### src/http_request_byte_parser_defines.svh
// Assertion macros shared by the request parser modules.
`ifndef HTTP_REQUEST_BYTE_PARSER_DEFINES_SVH
`define HTTP_REQUEST_BYTE_PARSER_DEFINES_SVH
`ifndef SYNTH
`define HRBP_ASSERT(lbl, prop, msg) \
	lbl: assert property (@(posedge clk) disable iff (!arst_n) (prop)) else $error(msg);
`define HRBP_ASSERT_NEXT(lbl, ante, cons, msg) \
	lbl: assert property (@(posedge clk) disable iff (!arst_n) (ante) |=> (cons)) \
		else $error(msg);
`else
`define HRBP_ASSERT(lbl, prop, msg)
`define HRBP_ASSERT_NEXT(lbl, ante, cons, msg)
`endif
`endif

### src/hrbp_pkg.sv
// Types, constants and byte classification functions of the request parser.
package hrbp_pkg;

	localparam int unsigned BYTE_W     = 8;
	localparam int unsigned ROLE_W     = 4;
	localparam int unsigned METHOD_W   = 3;
	localparam int unsigned VER_W      = 2;
	localparam int unsigned METHOD_N   = 5;
	localparam int unsigned FIFO_DEPTH = 4;
	localparam int unsigned FIFO_AW    = $clog2(FIFO_DEPTH);

	localparam logic [7:0] CH_HT    = 8'h09;
	localparam logic [7:0] CH_LF    = 8'h0A;
	localparam logic [7:0] CH_CR    = 8'h0D;
	localparam logic [7:0] CH_SP    = 8'h20;
	localparam logic [7:0] CH_ZERO  = 8'h30;
	localparam logic [7:0] CH_ONE   = 8'h31;
	localparam logic [7:0] CH_COLON = 8'h3A;
	localparam logic [7:0] CH_QMARK = 8'h3F;

	typedef enum logic [ROLE_W-1:0] {
		ROLE_METHOD   = 4'd0,
		ROLE_PATH     = 4'd1,
		ROLE_QUERY    = 4'd2,
		ROLE_VERSION  = 4'd3,
		ROLE_NAME     = 4'd4,
		ROLE_VALUE    = 4'd5,
		ROLE_BODY     = 4'd6,
		ROLE_SEP      = 4'd7,
		ROLE_DROPPED  = 4'd8,
		ROLE_LINE_END = 4'd9
	} role_t;

	typedef enum logic [3:0] {
		PH_LINE = 4'b0001,
		PH_HDR  = 4'b0010,
		PH_BODY = 4'b0100,
		PH_FAIL = 4'b1000
	} phase_t;

	// Sections of the request line.
	localparam logic [1:0] SEC_METHOD  = 2'd0;
	localparam logic [1:0] SEC_PATH    = 2'd1;
	localparam logic [1:0] SEC_QUERY   = 2'd2;
	localparam logic [1:0] SEC_VERSION = 2'd3;
	// Sections of a header line.
	localparam logic [1:0] SEC_NAME    = 2'd0;
	localparam logic [1:0] SEC_LEAD    = 2'd1;
	localparam logic [1:0] SEC_VALUE   = 2'd2;

	localparam logic [METHOD_W-1:0] MC_NONE = 3'd0;
	localparam logic [VER_W-1:0] VER_NONE = 2'd0;
	localparam logic [VER_W-1:0] VER_1_0  = 2'd1;
	localparam logic [VER_W-1:0] VER_1_1  = 2'd2;

	localparam logic [METHOD_N-1:0] ALL_METHODS = '1;
	localparam logic [2:0] MLEN_MAX   = 3'd7;
	localparam logic [3:0] VPOS_MAX   = 4'd15;
	localparam logic [3:0] VPOS_DIGIT = 4'd7;
	localparam logic [3:0] VPOS_END   = 4'd8;
	localparam logic [7:0] SPACE_MAX  = 8'hFF;

	// GET, POST, HEAD, PUT, DELETE, padded with zero bytes.
	localparam logic [7:0] METH_NAME [METHOD_N][8] = '{
		'{8'h47, 8'h45, 8'h54, 8'h00, 8'h00, 8'h00, 8'h00, 8'h00},
		'{8'h50, 8'h4F, 8'h53, 8'h54, 8'h00, 8'h00, 8'h00, 8'h00},
		'{8'h48, 8'h45, 8'h41, 8'h44, 8'h00, 8'h00, 8'h00, 8'h00},
		'{8'h50, 8'h55, 8'h54, 8'h00, 8'h00, 8'h00, 8'h00, 8'h00},
		'{8'h44, 8'h45, 8'h4C, 8'h45, 8'h54, 8'h45, 8'h00, 8'h00}
	};
	localparam logic [2:0] METH_LEN [METHOD_N] = '{3'd3, 3'd4, 3'd4, 3'd3, 3'd6};

	// "HTTP/1." followed by a zero byte that is never compared.
	localparam logic [7:0] VER_PREFIX [8] = '{
		8'h48, 8'h54, 8'h54, 8'h50, 8'h2F, 8'h31, 8'h2E, 8'h00
	};

	typedef struct packed {
		phase_t               phase;
		logic [1:0]           section;
		logic                 cr_pending;
		logic [METHOD_N-1:0]  cand;
		logic [2:0]           mlen;
		logic [3:0]           vpos;
		logic                 vmatch;
		logic [1:0]           vdigit;
		logic [7:0]           space_run;
	} parse_state_t;

	typedef struct packed {
		logic [BYTE_W-1:0]   out_byte;
		role_t               role;
		logic [METHOD_W-1:0] method_code;
		logic [VER_W-1:0]    http_version;
		logic                line_ok;
		logic                headers_done;
		logic [7:0]          trailing_space;
		logic                last_result;
	} result_t;

	typedef struct packed {
		logic [1:0] count;
		result_t    first;
		result_t    second;
	} push_t;

	typedef struct packed {
		parse_state_t st;
		role_t        role;
	} content_t;

	typedef struct packed {
		parse_state_t st;
		result_t      res;
	} line_close_t;

	function automatic logic is_ws(input logic [7:0] b);
		return (b == CH_SP) || ((b >= CH_HT) && (b <= CH_CR));
	endfunction

	function automatic parse_state_t fresh_line(input phase_t ph);
		parse_state_t s;
		s.phase      = ph;
		s.section    = SEC_METHOD;
		s.cr_pending = 1'b0;
		s.cand       = ALL_METHODS;
		s.mlen       = '0;
		s.vpos       = '0;
		s.vmatch     = 1'b1;
		s.vdigit     = VER_NONE;
		s.space_run  = '0;
		return s;
	endfunction

	function automatic result_t make_result(input logic [7:0] b, input role_t role);
		result_t r;
		r                = '0;
		r.out_byte       = b;
		r.role           = role;
		return r;
	endfunction

	// Classifies one content byte of the request line or of a header line.
	function automatic content_t content_step(input parse_state_t st, input logic [7:0] b);
		content_t c;
		c.st   = st;
		c.role = ROLE_DROPPED;
		if (st.phase == PH_HDR) begin
			unique case (st.section)
				SEC_NAME: begin
					if (b == CH_COLON) begin
						c.st.section = SEC_LEAD;
						c.role       = ROLE_SEP;
					end else begin
						c.role = ROLE_NAME;
					end
				end
				SEC_LEAD: begin
					if (is_ws(b)) begin
						c.role = ROLE_SEP;
					end else begin
						c.st.section   = SEC_VALUE;
						c.st.space_run = '0;
						c.role         = ROLE_VALUE;
					end
				end
				default: begin
					if (!is_ws(b))
						c.st.space_run = '0;
					else if (st.space_run != SPACE_MAX)
						c.st.space_run = st.space_run + 8'd1;
					c.role = ROLE_VALUE;
				end
			endcase
		end else begin
			unique case (st.section)
				SEC_METHOD: begin
					if (b == CH_SP) begin
						for (int i = 0; i < METHOD_N; i++)
							if (METH_LEN[i] != st.mlen)
								c.st.cand[i] = 1'b0;
						c.st.section = SEC_PATH;
						c.role       = ROLE_SEP;
					end else begin
						for (int i = 0; i < METHOD_N; i++)
							if ((st.mlen >= METH_LEN[i]) || (METH_NAME[i][st.mlen] != b))
								c.st.cand[i] = 1'b0;
						if (st.mlen != MLEN_MAX)
							c.st.mlen = st.mlen + 3'd1;
						c.role = ROLE_METHOD;
					end
				end
				SEC_PATH: begin
					if (b == CH_SP) begin
						c.st.section = SEC_VERSION;
						c.role       = ROLE_SEP;
					end else if (b == CH_QMARK) begin
						c.st.section = SEC_QUERY;
						c.role       = ROLE_QUERY;
					end else begin
						c.role = ROLE_PATH;
					end
				end
				SEC_QUERY: begin
					if (b == CH_SP) begin
						c.st.section = SEC_VERSION;
						c.role       = ROLE_SEP;
					end else begin
						c.role = ROLE_QUERY;
					end
				end
				default: begin
					if (st.vpos < VPOS_DIGIT) begin
						if (VER_PREFIX[st.vpos[2:0]] != b)
							c.st.vmatch = 1'b0;
					end else if (st.vpos == VPOS_DIGIT) begin
						if (b == CH_ONE)
							c.st.vdigit = VER_1_1;
						else if (b == CH_ZERO)
							c.st.vdigit = VER_1_0;
						else
							c.st.vmatch = 1'b0;
					end else begin
						c.st.vmatch = 1'b0;
					end
					if (st.vpos != VPOS_MAX)
						c.st.vpos = st.vpos + 4'd1;
					c.role = ROLE_VERSION;
				end
			endcase
		end
		return c;
	endfunction

	// Builds the line end result and moves on to the next phase.
	function automatic line_close_t line_close(input parse_state_t st);
		line_close_t         lc;
		logic                colon;
		logic [METHOD_W-1:0] mc;
		logic [VER_W-1:0]    ver;
		logic                ok;
		lc.res      = make_result(8'h00, ROLE_LINE_END);
		colon       = (st.section != SEC_NAME);
		mc          = MC_NONE;
		ver         = VER_NONE;
		if (st.phase == PH_HDR) begin
			lc.res.line_ok        = colon;
			lc.res.headers_done   = !colon;
			lc.res.trailing_space = colon ? st.space_run : 8'h00;
			lc.st = fresh_line(colon ? PH_HDR : PH_BODY);
		end else begin
			if (st.section != SEC_METHOD)
				for (int i = METHOD_N - 1; i >= 0; i--)
					if (st.cand[i])
						mc = METHOD_W'(i + 1);
			if ((st.section == SEC_VERSION) && st.vmatch && (st.vpos == VPOS_END))
				ver = st.vdigit;
			ok = (mc != MC_NONE) && (ver != VER_NONE);
			lc.res.method_code  = mc;
			lc.res.http_version = ver;
			lc.res.line_ok      = ok;
			lc.st = fresh_line(ok ? PH_HDR : PH_FAIL);
		end
		return lc;
	endfunction

endpackage

### src/hrbp_stream_if.sv
// Byte stream channel into the request parser.
interface hrbp_stream_if;
	import hrbp_pkg::*;

	logic              valid;
	logic              ready;
	logic [BYTE_W-1:0] data_byte;
	logic              new_request;

	modport source (output valid, output data_byte, output new_request, input ready);
	modport sink (input valid, input data_byte, input new_request, output ready);
endinterface

### src/hrbp_result_if.sv
// Classified byte channel out of the request parser.
interface hrbp_result_if;
	import hrbp_pkg::*;

	logic                valid;
	logic                ready;
	logic [BYTE_W-1:0]   out_byte;
	logic [ROLE_W-1:0]   role;
	logic [METHOD_W-1:0] method_code;
	logic [VER_W-1:0]    http_version;
	logic                line_ok;
	logic                headers_done;
	logic [7:0]          trailing_space;
	logic                last_result;

	modport source (
		output valid, output out_byte, output role, output method_code,
		output http_version, output line_ok, output headers_done,
		output trailing_space, output last_result, input ready
	);
	modport sink (
		input valid, input out_byte, input role, input method_code,
		input http_version, input line_ok, input headers_done,
		input trailing_space, input last_result, output ready
	);
endinterface

### src/hrbp_classifier.sv
// Parse state register and the per-byte classification step.
`include "http_request_byte_parser_defines.svh"

module hrbp_classifier (
	input  logic              clk,
	input  logic              arst_n,
	input  logic              fire,
	input  logic [7:0]        data_byte,
	input  logic              new_request,
	output hrbp_pkg::push_t   push
);
	import hrbp_pkg::*;

	parse_state_t state_q;
	parse_state_t st;
	parse_state_t cur;
	content_t     c_cr;
	content_t     c_b;
	line_close_t  lc;
	result_t      first;
	result_t      second;
	result_t      r_b;
	logic [1:0]   n;
	logic         lf_done;

	always_comb begin
		st      = new_request ? fresh_line(PH_LINE) : state_q;
		cur     = st;
		first   = '0;
		second  = '0;
		r_b     = '0;
		n       = 2'd0;
		lf_done = 1'b0;
		c_cr    = '0;
		c_b     = '0;
		lc      = '0;
		unique case (st.phase)
			PH_BODY: begin
				first = make_result(data_byte, ROLE_BODY);
				n     = 2'd1;
			end
			PH_FAIL: begin
				first = make_result(data_byte, ROLE_DROPPED);
				n     = 2'd1;
			end
			PH_LINE, PH_HDR: begin
				// A held CR either closes the line or goes out as content first.
				if (cur.cr_pending) begin
					cur.cr_pending = 1'b0;
					if (data_byte == CH_LF) begin
						lc      = line_close(cur);
						first   = lc.res;
						cur     = lc.st;
						n       = 2'd1;
						lf_done = 1'b1;
					end else begin
						c_cr  = content_step(cur, CH_CR);
						first = make_result(CH_CR, c_cr.role);
						cur   = c_cr.st;
						n     = 2'd1;
					end
				end
				if (!lf_done) begin
					if (data_byte == CH_CR) begin
						cur.cr_pending = 1'b1;
					end else begin
						c_b = content_step(cur, data_byte);
						r_b = make_result(data_byte, c_b.role);
						cur = c_b.st;
						if (n == 2'd0)
							first = r_b;
						else
							second = r_b;
						n = n + 2'd1;
					end
				end
			end
			default: begin
				cur = fresh_line(PH_LINE);
			end
		endcase
		if (n == 2'd1)
			first.last_result = 1'b1;
		if (n == 2'd2)
			second.last_result = 1'b1;
		push.count  = fire ? n : 2'd0;
		push.first  = first;
		push.second = second;
	end

	always_ff @(posedge clk or negedge arst_n) begin
		if (!arst_n) begin
			state_q <= fresh_line(PH_LINE);
		end else if (fire) begin
			state_q <= cur;
		end
	end

	`HRBP_ASSERT(a_two_needs_cr, (!fire || push.count != 2'd2) || (state_q.cr_pending && !new_request), "two results without a held CR")
	`HRBP_ASSERT_NEXT(a_none_holds_cr, fire && (push.count == 2'd0), state_q.cr_pending, "byte without result did not hold a CR")

endmodule

### src/hrbp_result_fifo.sv
// Four-entry result queue that takes up to two results a cycle.
`include "http_request_byte_parser_defines.svh"

module hrbp_result_fifo (
	input  logic            clk,
	input  logic            arst_n,
	input  hrbp_pkg::push_t push,
	output logic            room,
	hrbp_result_if.source   result
);
	import hrbp_pkg::*;

	localparam int unsigned CNT_W = FIFO_AW + 1;

	result_t            mem_q [FIFO_DEPTH];
	logic [FIFO_AW-1:0] wr_ptr_q;
	logic [FIFO_AW-1:0] rd_ptr_q;
	logic [CNT_W-1:0]   count_q;
	logic [FIFO_AW-1:0] wr_ptr_nx;
	logic               pop;
	result_t            head;

	assign pop       = result.valid && result.ready;
	assign wr_ptr_nx = wr_ptr_q + FIFO_AW'(1);
	// Space is reserved for the worst case of two results from one byte.
	assign room      = (count_q <= CNT_W'(FIFO_DEPTH - 2));
	assign head      = mem_q[rd_ptr_q];

	assign result.valid          = (count_q != '0);
	assign result.out_byte       = head.out_byte;
	assign result.role           = head.role;
	assign result.method_code    = head.method_code;
	assign result.http_version   = head.http_version;
	assign result.line_ok        = head.line_ok;
	assign result.headers_done   = head.headers_done;
	assign result.trailing_space = head.trailing_space;
	assign result.last_result    = head.last_result;

	always_ff @(posedge clk) begin
		if (push.count != 2'd0)
			mem_q[wr_ptr_q] <= push.first;
		if (push.count == 2'd2)
			mem_q[wr_ptr_nx] <= push.second;
	end

	always_ff @(posedge clk or negedge arst_n) begin
		if (!arst_n) begin
			wr_ptr_q <= '0;
			rd_ptr_q <= '0;
			count_q  <= '0;
		end else begin
			wr_ptr_q <= wr_ptr_q + FIFO_AW'(push.count);
			if (pop)
				rd_ptr_q <= rd_ptr_q + FIFO_AW'(1);
			count_q <= count_q + CNT_W'(push.count) - CNT_W'(pop);
		end
	end

	`HRBP_ASSERT(a_no_overflow, count_q <= CNT_W'(FIFO_DEPTH), "result queue overflow")
	`HRBP_ASSERT(a_push_has_room, (push.count == 2'd0) || room, "results pushed without reserved room")

endmodule

### src/http_request_byte_parser.sv
// HTTP/1.0 and HTTP/1.1 request line and header byte parser: the top level.
//
// The stream channel carries one raw request byte per transaction, with
// new_request set on the first byte of a request to restart parsing. The
// result channel carries one classified byte or line end verdict per
// transaction; last_result marks the final result caused by an input byte.
// A byte can cause no result (a CR held back until the next byte), one
// result, or two (a held CR passed on as content ahead of the next byte).
// A byte waits in the input register until the step fires; its results are
// written into the queue together, and a second one is offered after the first.
// A byte is accepted every cycle while the queue has two free entries: the
// input register hands its byte to the classification step as the next one
// arrives, and the step's state update is combinational logic.
// Results wait in a four-entry queue; the step fires only when two entries
// are free, so a stalled receiver fills the queue and then holds off the
// stream channel without losing or repeating anything.
// Reset empties the input register and the queue and returns the parser to
// the start of a request line.
module http_request_byte_parser (
	input  logic          clk,
	input  logic          arst_n,
	hrbp_stream_if.sink   stream,
	hrbp_result_if.source result
);
	import hrbp_pkg::*;

	logic              valid_s1;
	logic [BYTE_W-1:0] data_byte_s1;
	logic              new_request_s1;
	logic              room;
	logic              fire;
	push_t             push;

	assign fire         = valid_s1 && room;
	assign stream.ready = !valid_s1 || fire;

	always_ff @(posedge clk or negedge arst_n) begin
		if (!arst_n) begin
			valid_s1 <= 1'b0;
		end else if (stream.ready) begin
			valid_s1 <= stream.valid;
		end
	end

	always_ff @(posedge clk) begin
		if (stream.valid && stream.ready) begin
			data_byte_s1   <= stream.data_byte;
			new_request_s1 <= stream.new_request;
		end
	end

	hrbp_classifier u_classifier (
		.clk         (clk),
		.arst_n      (arst_n),
		.fire        (fire),
		.data_byte   (data_byte_s1),
		.new_request (new_request_s1),
		.push        (push)
	);

	hrbp_result_fifo u_result_fifo (
		.clk    (clk),
		.arst_n (arst_n),
		.push   (push),
		.room   (room),
		.result (result)
	);

endmodule

### src/flat_wrapper.sv
// flat-port wrapper written by rule: the top's interface ports become plain ports
module http_request_byte_parser_flat import hrbp_pkg::*;
  (clk, arst_n, stream_valid, stream_data_byte, stream_new_request, stream_ready, result_valid, result_out_byte, result_role, result_method_code, result_http_version, result_line_ok, result_headers_done, result_trailing_space, result_last_result, result_ready);
  hrbp_stream_if stream_i ();
  hrbp_result_if result_i ();
  input  logic clk;
  input  logic arst_n;
  input wire logic [$bits(stream_i.valid)-1:0] stream_valid;
  input wire logic [$bits(stream_i.data_byte)-1:0] stream_data_byte;
  input wire logic [$bits(stream_i.new_request)-1:0] stream_new_request;
  output wire logic [$bits(stream_i.ready)-1:0] stream_ready;
  output wire logic [$bits(result_i.valid)-1:0] result_valid;
  output wire logic [$bits(result_i.out_byte)-1:0] result_out_byte;
  output wire logic [$bits(result_i.role)-1:0] result_role;
  output wire logic [$bits(result_i.method_code)-1:0] result_method_code;
  output wire logic [$bits(result_i.http_version)-1:0] result_http_version;
  output wire logic [$bits(result_i.line_ok)-1:0] result_line_ok;
  output wire logic [$bits(result_i.headers_done)-1:0] result_headers_done;
  output wire logic [$bits(result_i.trailing_space)-1:0] result_trailing_space;
  output wire logic [$bits(result_i.last_result)-1:0] result_last_result;
  input wire logic [$bits(result_i.ready)-1:0] result_ready;
  assign stream_i.valid = stream_valid;
  assign stream_i.data_byte = stream_data_byte;
  assign stream_i.new_request = stream_new_request;
  assign stream_ready = stream_i.ready;
  assign result_valid = result_i.valid;
  assign result_out_byte = result_i.out_byte;
  assign result_role = result_i.role;
  assign result_method_code = result_i.method_code;
  assign result_http_version = result_i.http_version;
  assign result_line_ok = result_i.line_ok;
  assign result_headers_done = result_i.headers_done;
  assign result_trailing_space = result_i.trailing_space;
  assign result_last_result = result_i.last_result;
  assign result_i.ready = result_ready;
  http_request_byte_parser u_core (.clk(clk), .arst_n(arst_n), .stream(stream_i), .result(result_i));
endmodule
### config.mk
export PLATFORM = sky130hd
export DESIGN_NAME = http_request_byte_parser_flat
export DESIGN_NICKNAME = d
export VERILOG_FILES = /design/src/hrbp_pkg.sv /design/src/hrbp_stream_if.sv /design/src/hrbp_result_if.sv /design/src/hrbp_classifier.sv /design/src/hrbp_result_fifo.sv /design/src/http_request_byte_parser.sv /design/src/flat_wrapper.sv
export VERILOG_INCLUDE_DIRS = /design/src /design/src/src
export SDC_FILE = /design/constraint.sdc
export NUM_CORES = 1
export LEC_CHECK = 0
export ABC_AREA = 0
export BUFFER_PORTS_ARGS = -buffer_cell sky130_fd_sc_hd__buf_2
export CORE_MARGIN = 2
export CORE_UTILIZATION = 63
export CTS_BUF_LIST = sky130_fd_sc_hd__clkbuf_8
export DETAILED_ROUTE_END_ITERATION = 10
export GPL_ROUTABILITY_DRIVEN = 0
export PLACE_DENSITY = 0.81
export SYNTH_ARGS = -nofsm -noshare
export SYNTH_HDL_FRONTEND = slang
export SYNTH_SLANG_ARGS = --single-unit
### constraint.sdc
create_clock -name clk -period 6.9 [get_ports clk]
set_input_delay 0.345 -clock clk [delete_from_list [all_inputs] [get_ports clk]]
set_output_delay 0.345 -clock clk [all_outputs]
set_load 0.01 [all_outputs]
======== Yosys cells after proc, flatten, opt, wreduce, memory -nomap -nowiden ========
Memory sizes are Yosys's and may differ from the RTL's.
Cells that the tools add are included.
storage, ports and cells
  bits in registers ....................... 47
  RAM bits ................................ 112
  ROM bits ................................ 768
  input port bits ......................... 13
  output and inout bits ................... 30
  logic and storage cells ................. 283
  memories ................................ 13
memory list
  name                        words  bits a word  rd ports  clocked after memory_dff  write ports  RTL line                source
  u_core.u_result_fifo.mem_q  4      28           1         0                         2            hrbp_result_fifo.sv:15  result_t mem_q [FIFO_DEPTH];
  (no name shown)             8      8            1         0                         0            hrbp_pkg.sv:214         if (VER_PREFIX[st.vpos[2:0]] != b)
  (no name shown)             8      8            1         0                         0            hrbp_pkg.sv:186         if ((st.mlen >= METH_LEN[i]) || (METH_NAME[i][st.mlen] != b))
  (no name shown)             8      8            1         0                         0            hrbp_pkg.sv:186
  (no name shown)             8      8            1         0                         0            hrbp_pkg.sv:186
  (no name shown)             8      8            1         0                         0            hrbp_pkg.sv:186
  +7 memories                 -      -            -         -                         -            -
operators by class
  $add $sub $neg .......................... 12
  order comparisons ....................... 15
  eq/ne operators ......................... 43
  mux-type cells .......................... 147
  bitwise gates (word level) .............. 4
  reductions and logical operators ........ 34
operators with widths
  operator                                                                  number
  8-bit 2-to-1 mux                                                          34
  28-bit 2-to-1 mux                                                         7
  30-bit 2-to-1 mux                                                         5
  28-bit case mux with 3 select lines                                       1
  30-bit case mux with 2 select lines                                       1
  3-bit 2-to-1 mux                                                          18
  2-bit 2-to-1 mux                                                          24
  24-bit 2-to-1 mux                                                         2
  8-bit by 4-bit inequality test with 1-bit output (second input constant)  6
  8-bit inequality test                                                     6
  8-bit by 6-bit == test with 1-bit output (second input constant)          5
  1-bit 2-to-1 mux                                                          34
  26-bit 2-to-1 mux                                                         1
  23-bit 2-to-1 mux                                                         1
  8-bit by 1-bit adder with 8-bit output (second input constant)            2
  8-bit by 4-bit == test with 1-bit output (second input constant)          2
  4-bit greater-or-equal comparator (second input constant)                 4
  4-bit 2-to-1 mux                                                          4
  8-bit inequality test (second input constant)                             2
  3-bit inverter with 4-bit output                                          4
  8-bit case mux with 2 select lines                                        1
  15-bit 2-to-1 mux                                                         1
  5-bit 2-to-1 mux                                                          3
  13-bit 2-to-1 mux                                                         1
  other kinds (36)                                                          86

======== Longest topological paths before layout ========
Gate-level depths: netlist of the first run.
  depth after elaboration ................. 31
  mapped depth ............................ 15
  mapped depth without buffers ............ 14

======== By module ========
Synthesis of the first run repeated with hierarchy kept, for this count alone.
unflattened totals
  cells, all modules ...................... 907
  area total of the unflattened synthesis .. 10506.3 sq um
by module, submodules not included
  module                    instances  cells each  area an instance (sq um)  seq. area each (sq um)
  hrbp_result_fifo          1          311         5985.7                    3538.4
  hrbp_classifier           1          582         4190.3                    759.5
  http_request_byte_parser  1          14          330.3                     295.3

======== Worst setup path after synthesis of the first run ========
No wires, ideal clock.
  path kind ............................... reg2reg
  start ................................... register u_core.new_request_s1
  end ..................................... register u_core.u_classifier.state_q[6] (netlist bit)
  setup time .............................. 0.122 ns
  arrival ................................. 3.308 ns
  data required time ...................... 6.778 ns
  setup slack ............................. 3.470 ns
  cell stages (with the launch flop) ...... 15
  buffers on the path ..................... 1
  clock period less this slack ............ 3.430 ns
  cells stage by stage .................... edfxtp_1 -> nand2b_1 -> inv_1 -> ha_1 -> and3_1 -> and4_1 -> clkbuf_1 -> or4_4 -> o211ai_4 -> ha_1 -> nand2_1 -> or4_4 -> nor3_2 -> nand3_1 -> a32o_1
between the ends
  cells in the longest elaborated chain, start to end .. 23
  elaborated cells between the ends (all ways) .. 59
  classes of those cells .................. add/sub (2); eq/ne (11); mux (35); reduce/logical (11)
ends and longest elaborated chain
  what                                                                             RTL line                        source
  start: declaration                                                               http_request_byte_parser.sv:29  logic new_request_s1;
  start signal: assignment                                                         http_request_byte_parser.sv:48  new_request_s1 <= stream.new_request;
  30-bit 2-to-1 mux (*)                                                            hrbp_classifier.sv:27           st = new_request ? fresh_line(PH_LINE) : state_q;
  branches (longest 21 deep; another with 8-bit by 1-bit adder with 8-bit output)  -
  30-bit case mux with 2 select lines (*)                                          hrbp_classifier.sv:37           unique case (st.phase)
  end signal: assignment                                                           hrbp_classifier.sv:93           state_q <= fresh_line(PH_LINE);
  end signal: assignment                                                           hrbp_classifier.sv:95           state_q <= cur;
  end: declaration                                                                 hrbp_classifier.sv:14           parse_state_t state_q;
Every way passes the cells marked *. The select of a mux whose other input is x is not followed.
A chain may end at the register's enable or synchronous reset.

==> results of run 1 <==
[area by class of cell]
cell class	instances	share of cell area (%)
multi-input cells	738	50.73
repair buffers	54	2.982
inverters	28	1.044
well taps	184	2.286
clock inverters	13	1.106
clock buffers	19	2.597
flip-flops and latches	159	39.26
[routing by layer]
layer  wire (um)  vias to the layer above  GRT usage (%)
met4         817                        0          12.99
met1       10490                     3895          44.51
met2       11600                      536          49.92
li1            -                     3757              -
met5           0                        -              0
met3        2431                       87          7.043
[synth_stat cells, types with 4 or more instances]
cell      count  area, um2
a31oi_1      13      81.33
nand2_1      78      292.8
and2_1       26      162.7
dfstp_2       7      183.9
xnor2_1      16      140.1
nor4_1        6      37.54
mux2i_1      10      100.1
clkbuf_1     46      172.7
a32oi_1       5      43.79
buf_1         5      18.77
o21a_1        4      30.03
nand4_1      13      81.33
inv_1        26      97.59
nand4b_1      4      35.03
edfxtp_1     57       1712
a211oi_1      4      30.03
mux4_2       28      630.6
a211o_1       5      43.79
nand2b_1     11      68.82
nor2_1       60      225.2
xor2_1       11      96.34
nor3_1       20      100.1
dfxtp_1      64       1281
a21o_1        4      30.03
nor2b_1       8      50.05
a21oi_1      38      190.2
dfrtp_1      31      775.7
o21ai_1       5      25.02
a22o_1        4      35.03
and3_1        6      37.54
o211ai_1      5      37.54
or2_2         5      31.28
o21ai_0      98      490.5
o31ai_1       6      45.04
o22ai_1      39      244.0
nand3b_1      7      52.55
or4_1         4      30.03
or3_1         5      31.28
nand3_1      86      430.4
ha_1         18      225.2
buf_2        14      70.07
[logic make-up (layout without fill, tap and decap cells)]
| logic type | count (synthesis) | in the layout | share of synthesized area, % |
|---|---|---|---|
| AO/OA/AOI/OAI | 276 | 276 | 18.84 |
| flip-flops | 159 | 159 | 41.72 |
| buffers and inverters | 98 | 114 | 4.346 |
| adder cells (fa/ha/maj) | 19 | 19 | 2.589 |
| AND/OR/NAND/NOR | 378 | 378 | 22.30 |
| XOR/XNOR | 27 | 27 | 2.496 |
| multiplexers | 38 | 38 | 7.714 |
[worst register-to-register path, cell delays in order (launching register included)]
cell	delay, ns
edfxtp_1	0.68
or4_1	0.79
nor3_4	0.68
nor3_1	0.09
o21ai_1	0.30
nand4b_1	0.52
buf_4	0.44
nand2_1	0.47
[power by group through the flow]
stage / clock, mW / combinational, mW / sequential [mW]
after floorplan: 0 / 0.816 / 1.19
after global placement: 0 / 0.948 / 1.32
after detailed placement: 0 / 0.965 / 1.33
after CTS: 0.666 / 0.971 / 1.31
after global routing: 0.709 / 1.06 / 1.33
final: 0.657 / 0.984 / 1.31
[state kept, by name (all words and copies together), names as in the netlist]
| name | flops |
|---|---|
| u_core.u_result_fifo.rd_ptr_q | 2 |
| u_core.data_byte_s1 | 8 |
| u_core.u_result_fifo.mem_q | 112 |
| u_core.u_classifier.state_q | 30 |
| u_core.new_request_s1 | 1 |
| u_core.u_result_fifo.count_q | 3 |
| u_core.u_result_fifo.wr_ptr_q | 2 |
| u_core.valid_s1 | 1 |
[metrics by stage]
step	hold WS, ns	worst slack (ns)	total power, mW	utilization [%]
after floorplan	0.04941	3.470	2.009	-
after global placement	0.4409	2.747	2.266	66.48
after detailed placement	0.4502	2.602	2.292	66.48
after CTS	0.04339	2.577	2.944	69.03
after global routing	0.04104	2.200	3.101	69.03
final	0.04307	2.556	2.951	69.03
[worst max-delay path by stage]
stage / cells after the start / from / endpoint
after floorplan: 14 / u_core.new_request_s1$_DFFE_PP_ / u_core.u_classifier.state_q[6]$_DFFE_PN0P_
final: 7 / u_core.data_byte_s1[4]$_DFFE_PP_ / u_core.u_result_fifo.mem_q[2][27]$_DFFE_PP_
after detailed placement: 7 / u_core.data_byte_s1[4]$_DFFE_PP_ / u_core.u_result_fifo.mem_q[2][24]$_DFFE_PP_
after global routing: 7 / u_core.data_byte_s1[0]$_DFFE_PP_ / u_core.u_result_fifo.mem_q[2][27]$_DFFE_PP_
after global placement: 7 / u_core.data_byte_s1[0]$_DFFE_PP_ / u_core.u_result_fifo.mem_q[2][21]$_DFFE_PP_
after CTS: 7 / u_core.data_byte_s1[4]$_DFFE_PP_ / u_core.u_result_fifo.mem_q[2][27]$_DFFE_PP_
==> metrics.yaml, run 1 <==
worst_setup_path:
  crit_type: "reg -> reg"
  max_stage_delay_ns: 0.79
  critical_path.top_delay_family: "simple AND/OR/NAND/NOR gates"
  worstSetupStartpointType: "flop"
  worstPathMaxFanout: 29
  arrival_ns: 4.44
  r2r-start: "u_core.data_byte_s1[4]$_DFFE_PP_"
  crit_path_end_kind: "flop"
  r2r_cells: 7
  cp_data_required_time_ns: 7.00
  reg2reg_to: "u_core.u_result_fifo.mem_q[2][27]$_DFFE_PP_"
  path_cells: "or4_1, nor3_4, nor3_1, o21ai_1, nand4b_1, buf_4, nand2_1"
  path_buf_inv: 1
  reg2reg_slack_ns: 2.56
  slowest_stage: "or4_1"
placement:
  dp_hpwl_um: 17440
  placed_area_mm2: 0.009698
  port-buffer-count: 42
  placed_cells: 1163
logic_synthesis:
  syn_inst: 995
  syn_area_mm2: 0.009473
  synthFlopType: "dfxtp_1"
  avgSynthCellArea_um2: 9.520
  ys_seq_area_share_pct: 41.73
  synth-edff-count: 57
  syn_nets: 1027
  async_flop_share_pct: 23.90
  synth-seq-cells: 159
  ys_warn_count: 0
  synthDistinctLibCells: 97
detailed_routing:
  routed_wl_um: 25340
  drc: 0
  ant_nets: 0
  post_drt_wl_per_cell_um: 21.21
  via_per_inst: 6.925
  vias: 8275
  drt_iter0_drc: 1192
  firstDrtPassIters: 6
floorplanning:
  die_area_mm2: 0.01603
  start_util_pct: 64.93
  die_w_um: 126.6
  fp-row-count: 44
  coreArea_mm2: 0.01459
  ios: 43
  die_h_um: 126.6
final_layout:
  fillers: 1146
  mostFrequentLayoutCells: "o21ai_0 (98), nand3_1 (86), nand2_1 (78), dfxtp_1 (64), nor2_1 (60)"
  nNetsFinal: 1030
  multi_input_area_mm2: 0.005109
  stdcell_area_mm2: 0.01007
  final_common_cell: "o21ai_0"
  seqCellArea_mm2: 0.003954
  diodes: 0
  finalNonFillerCells: 1195
  area_growth_syn_to_layout_pct: 6.313
  drive_above_1_share_pct: 15.63
clocking:
  cts_root_buffer: "clkbuf_8"
  cts_buffers: 17
  clk_path_buf_depth: 2
  cts_hold_buf: 0
  cts.reportedPaths.clkPinSlew_ns: 0.09
  clk_latency_ns: 0.46
  cts_tree: "built"
  htree_levels: 4
  cts_setup_buffers: 0
  cts-resized-gates: 0
  cts_sinks: 159
sta:
  max_freq_mhz: 230.2
  fin_crit_ns: 4.344
  slew_violations: 0
  worst_slew_pin_slew_ns: 0.9978
  setup_viol: 0
  clock_skew_ns: 0.01213
  rsz0062_at_grt: "false"
  relSlewSlack_pct: 33.48
  tns_ns: 0
  finalCritPeriodShare_pct: 62.96
  hold_violations: 0
grt:
  grt_first_pass_wirelength_um: 41440
  overflow: 0
  grt_max_degree: 43
  grt_pass1_vias: 7924
  grt_util_all_layers_pct: 32.27
  antenna_found_initial: 0
pwr:
  power.share.clock_pct: 22.3
  power.density_mw_per_mm2: 293.0
  peakVddDrop_uv: 198.6
  p_sw_mw: 1.143
  intPower_mw: 1.808
  power.share.sequential_pct: 44.4
  leakagePower_nw: 3.624
  swShare_pct: 38.72
  pwr-share-comb_pct: 33.4
run_status:
  status: "completed"
job:
  drv_cap: 0
min_path:
  hold_path_class: "in -> async"
No activity file was read; power rests on OpenSTA's default activity.
==> run 2, diff against run 1 <==
--- a/config.mk
+++ b/config.mk
@@ -6,14 +6,14 @@
 export SDC_FILE = /design/constraint.sdc
 export NUM_CORES = 1
 export LEC_CHECK = 0
-export ABC_AREA = 0
+export ABC_AREA = 1
 export BUFFER_PORTS_ARGS = -buffer_cell sky130_fd_sc_hd__buf_2
 export CORE_MARGIN = 2
-export CORE_UTILIZATION = 63
+export CORE_UTILIZATION = 58
 export CTS_BUF_LIST = sky130_fd_sc_hd__clkbuf_8
 export DETAILED_ROUTE_END_ITERATION = 10
 export GPL_ROUTABILITY_DRIVEN = 0
-export PLACE_DENSITY = 0.81
+export PLACE_DENSITY = 0.79
 export SYNTH_ARGS = -nofsm -noshare
 export SYNTH_HDL_FRONTEND = slang
 export SYNTH_SLANG_ARGS = --single-unit
==> constraint.sdc (replaced) <==
create_clock -name clk -period 3.9 [get_ports clk]
set_input_delay 0.195 -clock clk [delete_from_list [all_inputs] [get_ports clk]]
set_output_delay 0.195 -clock clk [all_outputs]
set_load 0.01 [all_outputs]
==> run 2 against run 1 <==
Against the previous run: final cell count increased by 34%; first-iteration DRC count increased by 11%; non-clock buffer count increased by 25; maximum frequency increased by 22%; sequential cell count unchanged; clock skew about the same; sequential power increased by 76%; via count increased by 19%; global-route usage decreased by 0.26 points; area after synthesis increased by 4.5%; sequential share of layout area decreased by 2.7 points; count of clock-buffer cells in the layout decreased by 2; largest power group is now combinational logic; highest routed layer unchanged.
==> metrics.yaml, run 2 <==
clocking:
  cts_setup_buffers: 0
  clk_latency_ns: 0.48
  htree_levels: 4
  cts_buffers: 17
  cts_tree: "built"
  clk_path_buf_depth: 2
  cts_sinks: 159
  cts.reportedPaths.clkPinSlew_ns: 0.09
  cts_root_buffer: "clkbuf_8"
sta:
  tns_ns: 0
  whs_ns: 0.1738
  setup_viol: 0
  fin_crit_ns: 3.558
  max_freq_mhz: 281.1
  finalCritPeriodShare_pct: 91.22
  hold_violations: 0
  clock_skew_ns: 0.01243
  worst_slew_pin_slew_ns: 1.055
  rsz0062_at_grt: "false"
  fin_ws_ns: 0.3424
  slew_violations: 0
  relSlewSlack_pct: 29.61
floorplanning:
  die_h_um: 134.6
  ios: 43
  die_w_um: 134.6
  die_area_mm2: 0.01812
  coreArea_mm2: 0.01664
  start_util_pct: 59.45
  fp-row-count: 47
final_layout:
  largest-register: "u_core.u_result_fifo.mem_q"
  nNetsFinal: 1406
  drive_above_1_share_pct: 13.77
  area_growth_syn_to_layout_pct: 9.269
  mostFrequentLayoutCells: "nand2_1 (222), nor2_1 (168), o21ai_0 (143), nand3_1 (125), inv_1 (115)"
  final_core_util_pct: 64.96
  largest_reg_flops: 112
  finalNonFillerCells: 1607
  final_common_cell: "nand2_1"
  diodes: 0
  stdcell_area_mm2: 0.01081
  reg_top3: "u_core.u_result_fifo.mem_q (112), u_core.u_classifier.state_q (30), u_core.data_byte_s1 (8)"
worst_setup_path:
  worstSetupStartpointType: "flop"
  max_stage_delay_ns: 0.54
  critical_path.top_delay_family: "adder cells"
  path_cells: "nor2_1, nand2_1, nor3_1, inv_1, ha_1, nand2_1, nand2_2, nor2_1, nor2_2, inv_1, ha_1, inv_1, ha_1, inv_1, fa_1, xnor2_1, xor2_1"
  worstPathMaxFanout: 9
  arrival_ns: 3.96
  path_buf_inv: 4
  cp_data_required_time_ns: 4.30
  crit_path_end_kind: "flop"
  slowest_stage: "edfxtp_1"
  crit_type: "reg -> reg"
  crit_top_cell: "inv_1"
logic_synthesis:
  avgSynthCellArea_um2: 7.378
  synthTopCellsByArea: "edfxtp_1 (17%), dfxtp_1 (13%), nand2_1 (8.4%), dfrtp_1 (7.8%), o21ai_0 (7.2%)"
  synth-seq-cells: 159
  synth_xor_area_share_pct: 1.239
  ys_seq_area_share_pct: 39.95
  synthFlopType: "dfxtp_1"
  synth_top_family_by_area: "simple AND/OR/NAND/NOR gates"
  synth-edff-count: 57
  synthTopCellsByCount: "nand2_1 (222), nor2_1 (168), o21ai_0 (143), nand3_1 (125), inv_1 (115)"
  synthDistinctLibCells: 56
  ys_warn_count: 0
  syn_inst: 1341
  synth_compound_area_share_pct: 19.99
  synth_top_area_cell: "edfxtp_1"
  syn_nets: 1373
  synth.area.mux_share_pct: 0
  syn_area_mm2: 0.009894
  yosys.area_share.simple_pct: 28.05
  async_flop_share_pct: 23.90
  yosys.area_share.adder_pct: 2.479
  synth.most_common_cell: "nand2_1"
  synth_top_area_share_pct: 17.30
placement:
  placed_area_mm2: 0.01025
  placed_cells: 1564
  dp_hpwl_um: 19270
  place_ws_ns: 0.4204
  port-buffer-count: 42
detailed_routing:
  routed_wl_um: 28710
  firstDrtPassIters: 6
  vias: 9843
  drt_iter0_drc: 1327
  post_drt_wl_per_cell_um: 17.87
  via_per_inst: 6.125
  ant_nets: 0
  drc: 0
pwr:
  leakagePower_nw: 4.593
  peakVddDrop_uv: 384.3
  power.density_mw_per_mm2: 730.6
  total_power_mw: 7.899
job:
  drv_cap: 0
grt:
  grt_util_all_layers_pct: 32.01
  grt_max_degree: 59
  antenna_found_initial: 0
  grt_first_pass_wirelength_um: 45660
  grt_pass1_vias: 9142
  overflow: 0
run_status:
  status: "completed"
min_path:
  hold_path_class: "in -> reg"
## run 2: per-layer routing
layer  vias up  wire length, um  track usage (%)
met3        83             2926            6.006
met1      4544            11400            41.31
li1       4635                -                -
met4         0              753            13.92
met5         -                0                0
met2       581            13630            52.83
## run 2: path summary, 6_finish.rpt
kind,startpoint,endpoint,slack [ns],depth (start not counted)
worst max-delay path,u_core.data_byte_s1[6]$_DFFE_PP_,u_core.u_result_fifo.count_q[2]$_DFF_PN0_,0.34,17
worst min-delay path,result_ready,u_core.u_result_fifo.rd_ptr_q[0]$_DFFE_PN0P_,0.17,3
worst max register to register,u_core.data_byte_s1[6]$_DFFE_PP_,u_core.u_result_fifo.count_q[2]$_DFF_PN0_,0.34,17
worst min register to register,u_core.u_result_fifo.mem_q[3][5]$_SDFFE_PP0P_,u_core.u_result_fifo.mem_q[3][5]$_SDFFE_PP0P_,0.48,2
max in group asynchronous,arst_n,u_core.valid_s1$_DFFE_PN0N_,2.89,2
min in group asynchronous,arst_n,u_core.u_classifier.state_q[0]$_DFFE_PN0P_,0.40,2
## run 2: kinds of logic (layout without fill, tap and decap cells)
group	after synthesis	in the layout
and+or+nand+nor	604	604
AOI/OAI and AO/OA	349	349
buffers and inverters	196	242
DFF	159	159
adders and majority gates	19	19
xor gates and xnor gates	14	14
## run 2: layout make-up
class                   instances  area [um2]
clock inverters                15       220.2
flip-flops and latches        159        3953
well taps                     220       275.3
multi-input cells             986        5121
repair buffers                 79       515.5
inverters                     131       493.0
clock buffers                  17       234.0
fillers                      1450        5831
## run 2: worst register-to-register path: stages, from the launching register on
cell and delay [ns]:
edfxtp_1 0.54, nor2_1 0.23, nand2_1 0.11, nor3_1 0.30
inv_1 0.23, ha_1 0.33, nand2_1 0.06, nand2_2 0.14
nor2_1 0.07, nor2_2 0.15, inv_1 0.06, ha_1 0.28
inv_1 0.06, ha_1 0.13, inv_1 0.05, fa_1 0.38
xnor2_1 0.20, xor2_1 0.16
## run 2: timing repair
item                                    CTS  global route
gates resized for setup                   0             0
hold buffers                             11             0
endpoints found under the hold margin    41             0
endpoints found under the setup margin    0             0
## run 2: report_power, final
part           leakage, nW  total [mW]  internal [mW]  switching, mW
sequential            1.50        2.31           2.11          0.195
combinational         2.86        4.16           1.30           2.86
clock                0.233        1.43          0.721          0.712
total                 4.59        7.90           4.14           3.76
==> run 3, diff against run 2 <==
--- a/config.mk
+++ b/config.mk
@@ -9,11 +9,12 @@
 export ABC_AREA = 1
 export BUFFER_PORTS_ARGS = -buffer_cell sky130_fd_sc_hd__buf_2
 export CORE_MARGIN = 2
-export CORE_UTILIZATION = 58
+export CORE_UTILIZATION = 59
 export CTS_BUF_LIST = sky130_fd_sc_hd__clkbuf_8
 export DETAILED_ROUTE_END_ITERATION = 10
 export GPL_ROUTABILITY_DRIVEN = 0
-export PLACE_DENSITY = 0.79
+export PLACE_DENSITY = 0.8
 export SYNTH_ARGS = -nofsm -noshare
 export SYNTH_HDL_FRONTEND = slang
+export SYNTH_HIERARCHICAL = 1
 export SYNTH_SLANG_ARGS = --single-unit
==> run 3 against run 2 <==
Against the previous run: maximum frequency is 1.3% lower; final cell count is 21% higher; non-clock buffer count is 7 higher; global-route usage is 0.57 points lower; area after synthesis is 16% higher; die area is 13% higher; synthesized cell count is 22% higher; design area is 14% higher; total power is 3.4% lower; worst hold slack better by 0.24 ns; count of clock-buffer cells in the layout stayed put; critical endpoint is now u_core/u_classifier/state_q[10]$_DFFE_PN1P_; largest power group unchanged.
==> metrics.yaml, run 3 <==
run_status:
  status: "completed"
logic_synthesis:
  syn_area_mm2: 0.01144
  synth_top_area_cell: "edfxtp_1"
  async_flop_share_pct: 23.90
  synth-seq-cells: 159
  avgSynthCellArea_um2: 6.978
  synthDistinctLibCells: 51
  synth.most_common_cell: "nand2_1"
  syn_inst: 1640
  synthTopCellsByCount: "nand2_1 (585), nor2_1 (183), nand3_1 (163), inv_1 (138), edfxtp_1 (121)"
  ys_seq_area_share_pct: 40.13
  synthTopCellsByArea: "edfxtp_1 (32%), nand2_1 (19%), nand3_1 (7.1%), dfrtp_1 (6.8%), nor2_1 (6.0%)"
  synthFlopType: "edfxtp_1"
  ys_warn_count: 6
  synth-edff-count: 121
  synth_top_area_share_pct: 31.75
grt:
  grt_first_pass_wirelength_um: 50750
  grt_util_all_layers_pct: 31.44
  overflow: 0
  grt_pass1_vias: 10150
  grt_use_met3_pct: 5.701
  use_met2_pct: 51.02
  antenna_found_initial: 0
  grt_busiest_layer: "met2"
  met1_usage_pct: 41.80
  grt_max_degree: 67
worst_setup_path:
  cp_data_required_time_ns: 4.30
  crit_start: "u_core/new_request_s1$_DFFE_PP_"
  path_cells: "inv_8, nand2_1, nand2_1, nor2_4, nor2_2, nand2_1, nand2_1, o21ai_1, nand2_1, o21ai_1, ha_1, inv_1, ha_1, xnor2_1, nand2_1, nor2_1, nand2_1, nor2_1, nand3_1, nor2_1, nand2_1, nand2_1, nand2_1, a21oi_1"
  r2r-start: "u_core/new_request_s1$_DFFE_PP_"
  worstPathMaxFanout: 24
  worstSetupStartpointType: "flop"
  reg2reg_slack_ns: 0.30
  critical_path.top_delay_family: "simple AND/OR/NAND/NOR gates"
  r2r_cells: 24
  max_stage_delay_ns: 0.66
  slowest_stage: "edfxtp_1"
  path_buf_inv: 2
  crit_top_cell: "nand2_1"
  reg2reg_to: "u_core/u_classifier/state_q[10]$_DFFE_PN1P_"
  arrival_ns: 4.01
  crit_type: "reg -> reg"
  crit_path_end_kind: "flop"
floorplanning:
  die_h_um: 143.3
  die_w_um: 143.3
  die_area_mm2: 0.02053
  fp-row-count: 50
  start_util_pct: 60.58
  coreArea_mm2: 0.01889
  ios: 43
clocking:
  cts_sinks: 159
  cts_setup_buffers: 0
  cts-resized-gates: 0
  clk_path_buf_depth: 2
  cts_tree: "built"
  cts_buffers: 17
  clk_latency_ns: 0.47
  cts_hold_buf: 12
  htree_levels: 4
  cts_root_buffer: "clkbuf_8"
  cts.reportedPaths.clkPinSlew_ns: 0.09
sta:
  rsz0062_at_grt: "false"
  tns_ns: 0
  whs_ns: 0.4172
  fin_ws_ns: 0.2955
  max_freq_mhz: 277.4
  fin_crit_ns: 3.605
  hold_violations: 0
  finalCritPeriodShare_pct: 92.42
  relSlewSlack_pct: 25.00
  worst_slew_pin_slew_ns: 1.125
  slew_violations: 0
  setup_viol: 0
  clock_skew_ns: 0.01169
detailed_routing:
  vias: 11150
  firstDrtPassIters: 7
  ant_nets: 0
  via_per_inst: 5.730
  routed_wl_um: 31660
  drt_iter0_drc: 1560
  post_drt_wl_per_cell_um: 16.27
  drc: 0
final_layout:
  area_growth_syn_to_layout_pct: 7.336
  nNetsFinal: 1705
  seqCellArea_mm2: 0.004594
  final_common_cell: "nand2_1"
  multi_input_area_mm2: 0.005816
  diodes: 0
  largest-register: "u_core/u_result_fifo/mem_q"
  fillers: 1682
  stdcell_area_mm2: 0.01228
  mostFrequentLayoutCells: "nand2_1 (585), nor2_1 (180), nand3_1 (163), inv_1 (139), edfxtp_1 (121)"
  drive_above_1_share_pct: 11.63
  largest_reg_flops: 112
  reg_top3: "u_core/u_result_fifo/mem_q (112), u_core/u_classifier/state_q (30), u_core/data_byte_s1 (8)"
placement:
  place_ws_ns: 0.4184
  port-buffer-count: 42
  placed_area_mm2: 0.01182
  dp_hpwl_um: 21820
pwr:
  swShare_pct: 47.54
  peakVddDrop_uv: 362.1
  power.share.clock_pct: 14.8
  pwr-share-comb_pct: 50.4
  intPower_mw: 4.005
  leakagePower_nw: 5.760
  power.density_mw_per_mm2: 621.5
  total_power_mw: 7.634
  power.share.sequential_pct: 34.9
  p_sw_mw: 3.630
job:
  drv_cap: 0
min_path:
  hold_path_class: "in -> async"
run 3: cell types whose count changed in the layout (fill, tap and decap cells not counted), moves of 18 or more:
cell | previous run | this run
edfxtp_1 | 57 | 121
a21oi_1 | 49 | 67
o21ai_0 | 143 | 87
o22ai_1 | 59 | 1
o21ai_1 | 46 | 7
nand2_1 | 222 | 585
inv_1 | 115 | 139
nand3_1 | 125 | 163
dfxtp_1 | 64 | 0
run 3: worst max-delay path by stage:
stage,to,slack (ns),depth (start not counted)
floorplan,u_core/u_result_fifo/mem_q[0][0]$_DFFE_PP_,0.18,14
global placement,u_core/u_classifier/state_q[10]$_DFFE_PN1P_,0.45,24
detailed placement,u_core/u_classifier/state_q[10]$_DFFE_PN1P_,0.42,24
CTS,u_core/u_classifier/state_q[10]$_DFFE_PN1P_,0.38,24
global route,u_core/u_classifier/state_q[10]$_DFFE_PN1P_,0.05,24
finish,u_core/u_classifier/state_q[10]$_DFFE_PN1P_,0.30,24
run 3: layout make-up:
type,count,area share (%)
Sequential cell,159,37.40
Tap cell,260,2.648
Inverter,159,4.940
Clock inverter,15,0.9167
Timing Repair Buffer,86,4.848
Clock buffer,17,1.905
Multi-Input combinational cell,1250,47.34
run 3: worst register-to-register path, delay by kind of cell (launching register included):
family	cells	cell delay [ns]
and+or+nand+nor	16	1.53
DFF	1	0.66
adders and majority gates	2	0.51
AOI/OAI and AO/OA	3	0.44
buffers and inverters	2	0.24
xor gates and xnor gates	1	0.18
run 3: layer usage:
layer / part of all wire [%] / up-vias
met5: 0 / -
met4: 3.7 / 0
met3: 10 / 108
met2: 46 / 662
met1: 40 / 5024
li1: - / 5357
run 3: power by group through the flow:
stage / clock, mW / sequential [mW] / combinational, mW
floorplan: 0 / 2.57 / 2.78
global placement: 0 / 2.68 / 3.68
detailed placement: 0 / 2.69 / 3.76
CTS: 1.14 / 2.66 / 3.79
global route: 1.21 / 2.71 / 4.29
finish: 1.13 / 2.66 / 3.85
run 3: metrics by stage:
stage / instances / util [%]
CTS: 1946 / 65.02
global placement: 1902 / 62.55
detailed placement: 1902 / 62.55
global route: 1946 / 65.02
floorplan: 1655 / -
finish: 1946 / 65.02
run 3: cells by family after synthesis:
family	count (synthesis)	synth area share, %
other cells	1	0.03277
buf+inv	246	9.643
compound gates	195	9.435
fa+ha+maj	19	2.143
xor+xnor	7	0.5357
flops	159	40.13
simple gates	1013	38.08
